`config.mk`:
```
export PLATFORM = sky130hd
export DESIGN_NAME = encoder_position_pid
export DESIGN_NICKNAME = d
export VERILOG_FILES = /design/src/rtl/core/epp_pkg.sv /design/src/rtl/core/epp_ctrl.sv /design/src/rtl/core/epp_dp.sv /design/src/rtl/core/encoder_position_pid.sv
export SDC_FILE = /design/constraint.sdc
export NUM_CORES = 2
export LEC_CHECK = 0
export ABC_AREA = 1
export ABC_CLOCK_PERIOD_IN_PS = 13700
export BUFFER_PORTS_ARGS = -buffer_cell sky130_fd_sc_hd__buf_2
export CAP_MARGIN = 20
export CELL_PAD_IN_SITES_DETAIL_PLACEMENT = 2
export CELL_PAD_IN_SITES_GLOBAL_PLACEMENT = 2
export CORE_AREA = 2 2 458 460
export DETAILED_ROUTE_END_ITERATION = 10
export DIE_AREA = 0 0 460 462
export PLACE_DENSITY_LB_ADDON = 0.1
export SLEW_MARGIN = 20
export SYNTH_ARGS = -nofsm -noshare
export SYNTH_HDL_FRONTEND = slang
export SYNTH_SLANG_ARGS = --single-unit
```
`constraint.sdc`:
```
create_clock -name i_clk -period 13.7 [get_ports i_clk]
set_input_delay 0.685 -clock i_clk [delete_from_list [all_inputs] [get_ports i_clk]]
set_output_delay 0.685 -clock i_clk [all_outputs]
set_load 0.03 [all_outputs]
```
`src/rtl/core/epp_pkg.sv`:
```
`timescale 1ns / 1ps

package epp_pkg;

    // default number of encoder channels
    localparam int CHANNELS_DEF = 2;

    // configuration register indexes
    localparam logic [2:0] REG_DIST_PER_COUNT = 3'd0;
    localparam logic [2:0] REG_KP             = 3'd1;
    localparam logic [2:0] REG_KD             = 3'd2;
    localparam logic [2:0] REG_KI             = 3'd3;
    localparam logic [2:0] REG_DUTY_LIMIT     = 3'd4;
    localparam logic [2:0] REG_ARRIVE_BAND    = 3'd5;

    // integrate only below 100.0, clamp integral to +-10000.0 (q16.16)
    localparam logic signed [31:0] INT_GATE  = 32'sd6553600;
    localparam logic signed [31:0] INT_CLAMP = 32'sd655360000;

    // one command per processing step
    typedef struct packed {
        logic load_in;
        logic mul_step;
        logic dist_upd;
        logic err;
        logic integ;
        logic mul_d;
        logic mul_i;
        logic fin;
    } t_cmd;

    // saturate a wide signed value to the signed 32-bit range
    function automatic logic signed [31:0] f_sat32(input logic signed [49:0] v);
        logic signed [49:0] hi;
        logic signed [49:0] lo;
        hi = 50'sd2147483647;
        lo = -50'sd2147483648;
        if (v > hi) begin
            return 32'sh7fffffff;
        end else if (v < lo) begin
            return 32'sh80000000;
        end else begin
            return v[31:0];
        end
    endfunction

endpackage

```
`src/rtl/core/epp_ctrl.sv`:
```
`timescale 1ns / 1ps

module epp_ctrl (
    input  logic          i_clk,
    input  logic          i_rst_n,
    input  logic          i_in_valid,
    output logic          o_in_ready,
    output logic          o_out_valid,
    input  logic          i_out_ready,
    output epp_pkg::t_cmd o_cmd
);

    typedef enum logic [7:0] {
        S_IDLE  = 8'b0000_0001,
        S_MSTEP = 8'b0000_0010,
        S_DIST  = 8'b0000_0100,
        S_ERR   = 8'b0000_1000,
        S_INTEG = 8'b0001_0000,
        S_MULD  = 8'b0010_0000,
        S_MULI  = 8'b0100_0000,
        S_FIN   = 8'b1000_0000
    } t_state;

    t_state r_state, n_state;
    logic   r_out_valid, n_out_valid;

    always_comb begin
        n_state = r_state;
        o_cmd   = '0;
        case (r_state)
            S_IDLE: begin
                if (i_in_valid) begin
                    o_cmd.load_in = 1'b1;
                    n_state       = S_MSTEP;
                end
            end
            S_MSTEP: begin
                o_cmd.mul_step = 1'b1;
                n_state        = S_DIST;
            end
            S_DIST: begin
                o_cmd.dist_upd = 1'b1;
                n_state        = S_ERR;
            end
            S_ERR: begin
                o_cmd.err = 1'b1;
                n_state   = S_INTEG;
            end
            S_INTEG: begin
                o_cmd.integ = 1'b1;
                n_state     = S_MULD;
            end
            S_MULD: begin
                o_cmd.mul_d = 1'b1;
                n_state     = S_MULI;
            end
            S_MULI: begin
                o_cmd.mul_i = 1'b1;
                n_state     = S_FIN;
            end
            S_FIN: begin
                // wait until the result slot is free
                if (!r_out_valid || i_out_ready) begin
                    o_cmd.fin = 1'b1;
                    n_state   = S_IDLE;
                end
            end
            default: begin
                n_state = S_IDLE;
            end
        endcase
    end

    always_comb begin
        if (o_cmd.fin) begin
            n_out_valid = 1'b1;
        end else if (i_out_ready) begin
            n_out_valid = 1'b0;
        end else begin
            n_out_valid = r_out_valid;
        end
    end

    always_ff @(posedge i_clk) begin
        if (!i_rst_n) begin
            r_state     <= S_IDLE;
            r_out_valid <= 1'b0;
        end else begin
            r_state     <= n_state;
            r_out_valid <= n_out_valid;
        end
    end

    assign o_in_ready  = (r_state == S_IDLE);
    assign o_out_valid = r_out_valid;

endmodule

```
`src/rtl/core/epp_dp.sv`:
```
`timescale 1ns / 1ps

module epp_dp #(
    parameter int CHANNELS = epp_pkg::CHANNELS_DEF
) (
    input  logic                i_clk,
    input  logic                i_rst_n,
    input  epp_pkg::t_cmd       i_cmd,
    input  logic                i_channel,
    input  logic signed [31:0]  i_target,
    input  logic [15:0]         i_count_now,
    input  logic                i_cfg_we,
    input  logic [2:0]          i_cfg_index,
    input  logic [31:0]         i_cfg_data,
    output logic signed [31:0]  o_duty,
    output logic                o_done_res
);

    localparam int CH_W = (CHANNELS > 1) ? $clog2(CHANNELS) : 1;

    // configuration
    logic signed [31:0] r_dpc, r_kp, r_kd, r_ki;
    logic [30:0]        r_limit, r_band_cfg;

    // per-channel state
    logic [15:0]        r_last  [CHANNELS];
    logic signed [31:0] r_dist  [CHANNELS];
    logic signed [31:0] r_prev  [CHANNELS];
    logic signed [31:0] r_ist   [CHANNELS];

    // item registers
    logic [CH_W-1:0]    r_ch;
    logic               r_oor;
    logic signed [31:0] r_target;
    logic [15:0]        r_cnt;
    logic signed [63:0] r_prod;
    logic signed [31:0] r_dnew;
    logic signed [31:0] r_err, r_derr;
    logic signed [31:0] r_integ;
    logic               r_band;
    logic signed [49:0] r_acc;
    logic signed [31:0] r_duty;
    logic               r_done;

    // shared multiplier operands
    logic [15:0]        w_step;
    logic signed [31:0] w_ma, w_mb;
    logic               w_mul_en;

    logic signed [47:0] w_pstep;
    logic signed [47:0] w_pshift;
    logic signed [49:0] w_dsum;
    logic signed [49:0] w_esum, w_dersum;
    logic signed [32:0] w_isum, w_inext;
    logic signed [31:0] w_iclamp;
    logic signed [32:0] w_e33;
    logic [32:0]        w_mag;
    logic               w_inband;
    logic signed [49:0] w_total, w_lim;
    logic signed [31:0] w_dclamp;

    assign w_step   = r_cnt - r_last[r_ch];
    assign w_mul_en = i_cmd.mul_step | i_cmd.integ | i_cmd.mul_d | i_cmd.mul_i;

    always_comb begin
        w_ma = 32'(signed'(w_step));
        w_mb = r_dpc;
        if (i_cmd.integ) begin
            w_ma = r_err;
            w_mb = r_kp;
        end else if (i_cmd.mul_d) begin
            w_ma = r_derr;
            w_mb = r_kd;
        end else if (i_cmd.mul_i) begin
            w_ma = r_integ;
            w_mb = r_ki;
        end
    end

    // distance update with saturation
    assign w_pstep = r_prod[47:0];
    assign w_dsum  = 50'(r_dist[r_ch]) + 50'(w_pstep);

    // error and derivative
    assign w_esum   = 50'(r_target) - 50'(r_dnew);
    assign w_dersum = 50'(r_prev[r_ch]) - 50'(r_dnew);

    // gated, clamped integral
    assign w_isum  = 33'(r_ist[r_ch]) + 33'(r_err);
    assign w_inext = (r_err < epp_pkg::INT_GATE) ? w_isum : 33'(r_ist[r_ch]);
    always_comb begin
        if (w_inext > 33'(epp_pkg::INT_CLAMP)) begin
            w_iclamp = epp_pkg::INT_CLAMP;
        end else if (w_inext < -33'(epp_pkg::INT_CLAMP)) begin
            w_iclamp = -epp_pkg::INT_CLAMP;
        end else begin
            w_iclamp = w_inext[31:0];
        end
    end

    // arrival band on |error|
    assign w_e33    = 33'(r_err);
    assign w_mag    = w_e33[32] ? unsigned'(-w_e33) : unsigned'(w_e33);
    assign w_inband = w_mag < {2'b00, r_band_cfg};

    // floor(product / 2^16) and duty clamp
    assign w_pshift = r_prod[63:16];
    assign w_total  = r_acc + 50'(w_pshift);
    assign w_lim    = signed'({19'b0, r_limit});
    always_comb begin
        if (w_total > w_lim) begin
            w_dclamp = signed'({1'b0, r_limit});
        end else if (w_total < -w_lim) begin
            w_dclamp = -signed'({1'b0, r_limit});
        end else begin
            w_dclamp = w_total[31:0];
        end
    end

    always_ff @(posedge i_clk) begin
        if (!i_rst_n) begin
            r_dpc      <= '0;
            r_kp       <= '0;
            r_kd       <= '0;
            r_ki       <= '0;
            r_limit    <= '0;
            r_band_cfg <= '0;
            for (int i = 0; i < CHANNELS; i++) begin
                r_last[i] <= '0;
                r_dist[i] <= '0;
                r_prev[i] <= '0;
                r_ist[i]  <= '0;
            end
        end else begin
            if (i_cfg_we) begin
                case (i_cfg_index)
                    epp_pkg::REG_DIST_PER_COUNT: r_dpc      <= i_cfg_data;
                    epp_pkg::REG_KP:             r_kp       <= i_cfg_data;
                    epp_pkg::REG_KD:             r_kd       <= i_cfg_data;
                    epp_pkg::REG_KI:             r_ki       <= i_cfg_data;
                    epp_pkg::REG_DUTY_LIMIT:     r_limit    <= i_cfg_data[30:0];
                    epp_pkg::REG_ARRIVE_BAND:    r_band_cfg <= i_cfg_data[30:0];
                    default: begin
                    end
                endcase
            end
            if (i_cmd.err && !r_oor) begin
                r_last[r_ch] <= r_cnt;
                r_dist[r_ch] <= r_dnew;
                r_prev[r_ch] <= r_dnew;
            end
            if (i_cmd.integ && !r_oor) begin
                r_ist[r_ch] <= w_inband ? '0 : w_iclamp;
            end
        end
    end

    always_ff @(posedge i_clk) begin
        if (i_cmd.load_in) begin
            r_ch     <= CH_W'(i_channel);
            r_oor    <= {31'b0, i_channel} >= 32'(CHANNELS);
            r_target <= i_target;
            r_cnt    <= i_count_now;
        end
        if (w_mul_en) begin
            r_prod <= w_ma * w_mb;
        end
        if (i_cmd.dist_upd) begin
            r_dnew <= epp_pkg::f_sat32(w_dsum);
        end
        if (i_cmd.err) begin
            r_err  <= epp_pkg::f_sat32(w_esum);
            r_derr <= epp_pkg::f_sat32(w_dersum);
        end
        if (i_cmd.integ) begin
            r_integ <= w_iclamp;
            r_band  <= w_inband;
        end
        if (i_cmd.mul_d) begin
            r_acc <= 50'(w_pshift);
        end
        if (i_cmd.mul_i) begin
            r_acc <= w_total;
        end
        if (i_cmd.fin) begin
            r_duty <= (r_oor || r_band) ? '0 : w_dclamp;
            r_done <= !r_oor && r_band;
        end
    end

    assign o_duty     = r_duty;
    assign o_done_res = r_done;

endmodule

```
`src/rtl/core/encoder_position_pid.sv`:
```
`timescale 1ns / 1ps

// position pid controller for quadrature-counted axes, q16.16 throughout.
// each input item names a channel, a target distance and the raw 16-bit
// counter of that channel; one result item (duty, done_res) comes back per
// item. an item occupies the block for one accept cycle and seven processing
// steps when the output is free, paced by the single shared 32x32 multiplier
// that forms the distance step and the p, d and i products in turn. the result
// is valid once the final step has loaded it into the output register.
// a new item is accepted once the previous one has moved
// into the output register, even while that result still waits to be taken.
// configuration writes go straight to the registers, are always accepted and
// must only happen while the block is idle.

module encoder_position_pid #(
    parameter int CHANNELS = epp_pkg::CHANNELS_DEF
) (
    input  logic               i_clk,
    input  logic               i_rst_n,
    // input items
    input  logic               i_in_valid,
    output logic               o_in_ready,
    input  logic               i_channel,
    input  logic signed [31:0] i_target,
    input  logic [15:0]        i_count_now,
    // result items
    output logic               o_out_valid,
    input  logic               i_out_ready,
    output logic signed [31:0] o_duty,
    output logic               o_done_res,
    // configuration writes
    input  logic               i_cfg_valid,
    output logic               o_cfg_ready,
    input  logic [2:0]         i_cfg_index,
    input  logic [31:0]        i_cfg_data
);

    epp_pkg::t_cmd w_cmd;

    // config port never stalls
    assign o_cfg_ready = 1'b1;

    // sequencer: one-hot state walk, one command per step
    epp_ctrl u_ctrl (
        .i_clk       (i_clk),
        .i_rst_n     (i_rst_n),
        .i_in_valid  (i_in_valid),
        .o_in_ready  (o_in_ready),
        .o_out_valid (o_out_valid),
        .i_out_ready (i_out_ready),
        .o_cmd       (w_cmd)
    );

    // datapath: config, per-channel state, shared multiplier, output register
    epp_dp #(
        .CHANNELS (CHANNELS)
    ) u_dp (
        .i_clk       (i_clk),
        .i_rst_n     (i_rst_n),
        .i_cmd       (w_cmd),
        .i_channel   (i_channel),
        .i_target    (i_target),
        .i_count_now (i_count_now),
        .i_cfg_we    (i_cfg_valid & o_cfg_ready),
        .i_cfg_index (i_cfg_index),
        .i_cfg_data  (i_cfg_data),
        .o_duty      (o_duty),
        .o_done_res  (o_done_res)
    );

    // an accepted item keeps the input closed for the processing steps
    a_busy_after_accept: assert property (@(posedge i_clk) disable iff (!i_rst_n)
        (i_in_valid && o_in_ready) |=> !o_in_ready)
        else $error("input ready right after accepting an item");

    // arrival always forces zero drive
    a_done_zero_duty: assert property (@(posedge i_clk) disable iff (!i_rst_n)
        (o_out_valid && o_done_res) |-> (o_duty == 32'sd0))
        else $error("done result with nonzero duty");

    // a fresh result only comes out of the final processing step
    a_result_after_work: assert property (@(posedge i_clk) disable iff (!i_rst_n)
        $rose(o_out_valid) |-> !$past(o_in_ready))
        else $error("result appeared without processing");

endmodule
```
* After elaboration in Yosys (flattened, before gate mapping)
Memories as Yosys holds them, arrays and structs flattened. A register that Yosys moved wholly into a read port is not among the register bits. Index checks and enable logic that the tools add are counted.
Storage, ports and cells: register bits after elaboration 524, memory bits (writable) 224, bits of input ports 89, logic and storage cells 138, memories 4
Memory list:
- u_dp.r_dist | words 2, width 32, rd ports 1, clocked after Yosys merged registers in 1, wr ports 2, RTL line epp_dp.sv:27 | logic signed [31:0] r_dist [CHANNELS];
- u_dp.r_ist | words 2, width 32, rd ports 1, clocked after Yosys merged registers in 1, wr ports 2, RTL line epp_dp.sv:29 | logic signed [31:0] r_ist [CHANNELS];
- u_dp.r_prev | words 2, width 32, rd ports 1, clocked after Yosys merged registers in 1, wr ports 2, RTL line epp_dp.sv:28 | logic signed [31:0] r_prev [CHANNELS];
- u_dp.r_last | words 2, width 16, rd ports 1, clocked after Yosys merged registers in 1, wr ports 2, RTL line epp_dp.sv:26 | logic [15:0] r_last [CHANNELS];
Operators by class: add/subtract/negate cells 9, $mul 1, magnitude comparators 12, equal/unequal tests 15, muxes and demuxes 56, bitwise operators 3, reductions and logical operators 17
Operator list (number):
- two-way mux 32 bit | 16
- greater-than comparator 50 x 32 -> 1 bit (second input constant) | 3
- < comparator 50 x 32 -> 1 bit (second input constant) | 3
- two-way mux 50 bit | 2
- OR reduction 32 bit | 3
- two-way mux 33 bit | 2
- subtractor 32 x 32 -> 33 bit | 2
- multiplier 32 x 32 -> 64 bit | 1
- case mux 8 bit (8 select lines) | 1
- adder 50 x 48 -> 50 bit | 1
- greater-than comparator 50 x 32 -> 1 bit | 1
- < comparator 50 bit | 1
- negation 31 -> 50 bit | 1
- adder 32 x 48 -> 49 bit | 1
- adder 32 x 32 -> 33 bit | 1
- greater-than comparator 33 x 31 -> 1 bit (second input constant) | 1
- < comparator 33 x 31 -> 1 bit | 1
- < comparator 33 x 31 -> 1 bit (second input constant) | 1
- negation 32 -> 33 bit | 1
- < comparator 32 x 24 -> 1 bit (second input constant) | 1
- negation 31 -> 32 bit | 1
- two-way mux 1 bit | 31
- two-way mux 31 bit | 1
- two-way mux 16 bit | 1
- other kinds (23) | 35

* Longest topological paths before layout
depth in word-level cells 7, depth in mapped cells 55, gate-level depth less buffers 50

* Modules after synthesis
A second synthesis with hierarchy kept.
Unflattened totals: cell total of the unflattened synthesis 10484, area, all modules 83060.9 um^2
By module, submodules not included:
- epp_dp | instances 1, cells each 10394, area an instance 82450.3 um^2, sequential area each 18387.6 um^2
- epp_ctrl | instances 1, cells each 88, area an instance 599.3 um^2, sequential area each 180.2 um^2
- encoder_position_pid | instances 1, cells each 2, area an instance 11.3 um^2, sequential area each 0.0 um^2

* Least setup slack after synthesis
Ideal clock, no wire load.
kind register -> register, start register (tool-made name), end register u_dp.r_prod[56], data pin, library setup time 0.258 ns, arrival time 10.135 ns, required time 13.442 ns, slack 3.307 ns, cell stages (with the launch flop) 41, path buffers 4, cells stage by stage dfxtp_1 buf_2 buf_1 buf_1 mux2i_1 ha_1 nand2_1 o21ai_0 nand4_1 nand3_1 nand3_1 a21oi_1 nor2_1 nand2_1 nand2_1 o211ai_1 o21ai_2 inv_1 [5 not listed] inv_1 fa_1 inv_1 fa_1 inv_1 fa_1 fa_1 fa_1 fa_1 ha_1 nand2_1 nor2_1 inv_1 nor4_1 nand2_1 o211ai_1 a21oi_1 xnor2_1
RTL lines:
- end signal: assignment | RTL line epp_dp.sv:166 | r_prod <= w_ma * w_mb;
- end: declaration | RTL line epp_dp.sv:36 | logic signed [63:0] r_prod;

==> results.json <==
{
  "cp_data_arrival_time_ns": 13.52,
  "whs_path_depth": 1,
  "start_util_pct": 39.7,
  "dieArea_sq_um": 213000,
  "p_sw_uw": 12400,
  "p_per_area_nw_per_um2": 243,
  "coreArea_sq_um": 208000,
  "syn_to_final_growth_pct": 8.28,
  "routedWlPerCell_um": 28.7,
  "antenna_found_initial": 35,
  "finalSetupViolCount": 0,
  "pre_cts_slack_ns": 1.18,
  "insertion_delay_ns": 0.78,
  "worst-setup-path-type": "reg2reg",
  "status": "completed",
  "ios": 125,
  "switching_share_pct": 57.3,
  "synthDistinctLibCells": 63,
  "drive_gt1_share_pct": 5.54,
  "p_int_uw": 9280,
  "ys_ff_latch": 685,
  "worst_hold_slack_ns": 0.0907,
  "ctsHoldBuffers": 0,
  "die_h_um": 462,
  "place_area_sq_um": 86500,
  "crit_fanout": 50,
  "setup-tns-final_ns": 0,
  "p_total_uw": 21700,
  "pwr-share-clk_pct": 11.4,
  "drc": 0,
  "skew_ns": 0.0500,
  "synth_warnings": 0,
  "p_leak_uw": 0.0436,
  "ant_nets": 0,
  "max_slew_margin_pct": 22.7,
  "r2r_slack_ns": 0.70,
  "grt_pass1_vias": 83100,
  "syn_inst": 10500,
  "cts.sinks": 685,
  "syn_nets": 12200,
  "cts_root_buf": "clkbuf_16",
  "finalHoldViolCount": 0,
  "critPathTopFamily": "adder cells",
  "grt_max_degree": 86,
  "worstPathRequired_ns": 14.22,
  "grt_pass1_wl_mm": 561,
  "port_buffers": 123,
  "cts_tree": "yes",
  "whs_endpoint": "u_dp.r_target[12]",
  "crit_path_end_kind": "register",
  "dp_hpwl_mm": 311,
  "cts_resized": 0,
  "vias": 74600,
  "cp-start-kind": "register",
  "initialDrtViolationCount": 5489,
  "netlist_area_sq_um": 82700,
  "setup_slack_ns": 0.696,
  "final_nets": 12200,
  "power_frac_comb_pct": 74.0,
  "dr.pass1.iters": 6,
  "num_rows": 168,
  "gr-usage-all-layers_pct": 36.1,
  "fmax_ghz": 0.0769,
  "post_cts_buffers": 0,
  "vdd_drop_max_v": 0.000358,
  "r2r-end": "u_dp.r_prod[57]",
  "synthFlopType": "edfxtp_1",
  "viasPerCell": 5.60,
  "clock_path_buffers": 3,
  "final_area_sq_um": 89500,
  "pwr-share-seq_pct": 14.6,
  "clk_pin_slew_ns": 0.06,
  "rsz0062_at_grt": "false",
  "finalCritPeriodShare_pct": 94.9,
  "slowest_delay_ns": 0.84,
  "worstHoldStart": "i_target[12]",
  "crit_slowest_cell": "dfxtp_4",
  "cts_buffers": 89,
  "cp.buffers_inverters": 12,
  "synth-async-reset-ratio_pct": 0,
  "crit_top_cell": "inv_1",
  "yosysSeqAreaShare_pct": 22.5,
  "tightest_slew_ns": 1.16,
  "synth_edf_count": 485,
  "die_w_um": 460,
  "postSynthAreaPerCell_sq_um": 7.87,
  "maxCapViolCount": 0,
  "overflow": 0,
  "r2r_cells": 48,
  "totalWireLength_mm": 382,
  "period_needed_ns": 13.00,
  "cts_htree_levels": 3,
  "gp_congestion": 0.934,
  "slew_violations": 0,
  "hold_class": "in2reg"
}
-- final cells by class --
type                       instances  area (sq um)
antenna                           14          35.0
tap                             2720          3400
clock buffer                     109          2340
inverter                        1998          7500
timing repair buffer             287          1880
multi-input combinational       7469         55200
clock inverter                    54           587
sequential                       685         18600
fill                           23800        119000
-- Yosys cell counts, types with 88 or more instances --
cell type  number  area, sq um
nand2_1      2242         8420
inv_1        1965         7380
nor2_1       1483         5570
fa_1         1088        21800
a21oi_1       580         2900
ha_1          507         6340
edfxtp_1      485        14600
o21ai_0       482         2410
nand3_1       261         1310
clkbuf_1      223          837
dfxtp_1       200         4000
xor2_1        173         1520
buf_2          91          455
xnor2_1        88          771
-- cell families (layout without fill, tap and decap cells) --
logic type	count (synthesis)	in the layout	synth area share, %
muxes	15	15	0.182
DFF	685	685	22.5
other	1	15	0.00454
xor gates and xnor gates	261	261	2.76
buffers and inverters	2352	2448	11.0
adders and majority gates	1595	1595	34.0
AOI/OAI and AO/OA	1321	1321	8.76
and+or+nand+nor	4276	4276	20.8
-- metal layers --
metal / vias up / wire length, um / track usage, %
li1: 32600 / - / -
met1: 38900 / 158000 / 46.4
met2: 2402 / 176000 / 58.5
met3: 693 / 27500 / 7.09
met4: 26 / 20200 / 16.6
met5: - / 174 / 0
-- worst max-delay path by stage --
stage	startpoint	endpoint	slack (ns)	depth (start not counted)
floorplan	register	u_dp.r_prod[56]	3.31	40
global placement	register	u_dp.r_prod[61]	1.39	45
detailed placement	register	u_dp.r_prod[61]	1.18	43
CTS	register	u_dp.r_prod[61]	1.10	45
global route	register	u_dp.r_prod[61]	0.26	46
finish	register	u_dp.r_prod[57]	0.70	48
-- power groups by stage --
| stage | clock network [uW] | registers (uW) | logic [uW] |
|---|---|---|---|
| floorplan | 0 | 2920 | 9990 |
| global placement | 0 | 3180 | 15100 |
| detailed placement | 0 | 3190 | 15800 |
| CTS | 2510 | 3150 | 16000 |
| global route | 2570 | 3170 | 17700 |
| finish | 2470 | 3170 | 16100 |
-- cells in the final DEF, fill, tap and decap left out, types with 19 or more instances in the layout --
cell type	Yosys	routed
nor2_1	1483	1479
a21oi_1	580	580
nand3_2	28	28
o21ai_2	11	26
o21ai_1	28	25
inv_1	1965	1962
dfxtp_1	200	199
o21bai_1	39	39
xnor2_1	88	88
fa_1	1088	1087
nand4_1	87	87
clkinv_1	14	29
buf_4	8	163
edfxtp_1	485	485
ha_1	507	507
a31oi_1	29	29
or2_2	21	21
a21o_1	22	22
o211ai_1	40	40
xor2_1	173	173
nor3_1	75	74
clkbuf_16	0	90
buf_2	91	122
nand3_1	261	260
nand2_1	2242	2233
nor4_1	20	19
inv_2	19	19
o21ai_0	482	468
-- stage by stage --
step / instances / utilization, %
6_report: 13300 / 43.0
3_3_place_gp: 13200 / 41.6
4_1_cts: 13300 / 43.0
3_5_place_dp: 13200 / 41.6
2_1_floorplan: 10500 / -
5_1_grt: 13300 / 43.0
-- state kept, by name, summed over array words and instances, names as in the netlist, 8 cells and up, named ones only --
name and flops:
u_dp.r_band_cfg 31, u_dp.r_ki 32, u_dp.o_duty 32, u_dp.r_dpc 32
u_dp.r_err 32, u_dp.r_last 32, u_dp.r_integ 32, u_dp.r_kp 32
u_dp.r_prev 64, u_ctrl.r_state 8, u_dp.r_dnew 32, u_dp.r_prod 64
u_dp.r_ist 64, u_dp.r_target 32, u_dp.r_cnt 16, u_dp.r_kd 32
u_dp.r_acc 50, u_dp.r_limit 31, u_dp.r_derr 32
-- worst register-to-register path: cells and delay by family (launching register included) --
kind / cells / cell delay (ns)
adder cells (fa/ha/maj): 10 / 4.79
flip-flops: 1 / 0.84
AO/OA/AOI/OAI: 8 / 2.51
buffers and inverters: 12 / 2.42
AND/OR/NAND/NOR: 18 / 2.25
Power figures use the tool's default switching activity.
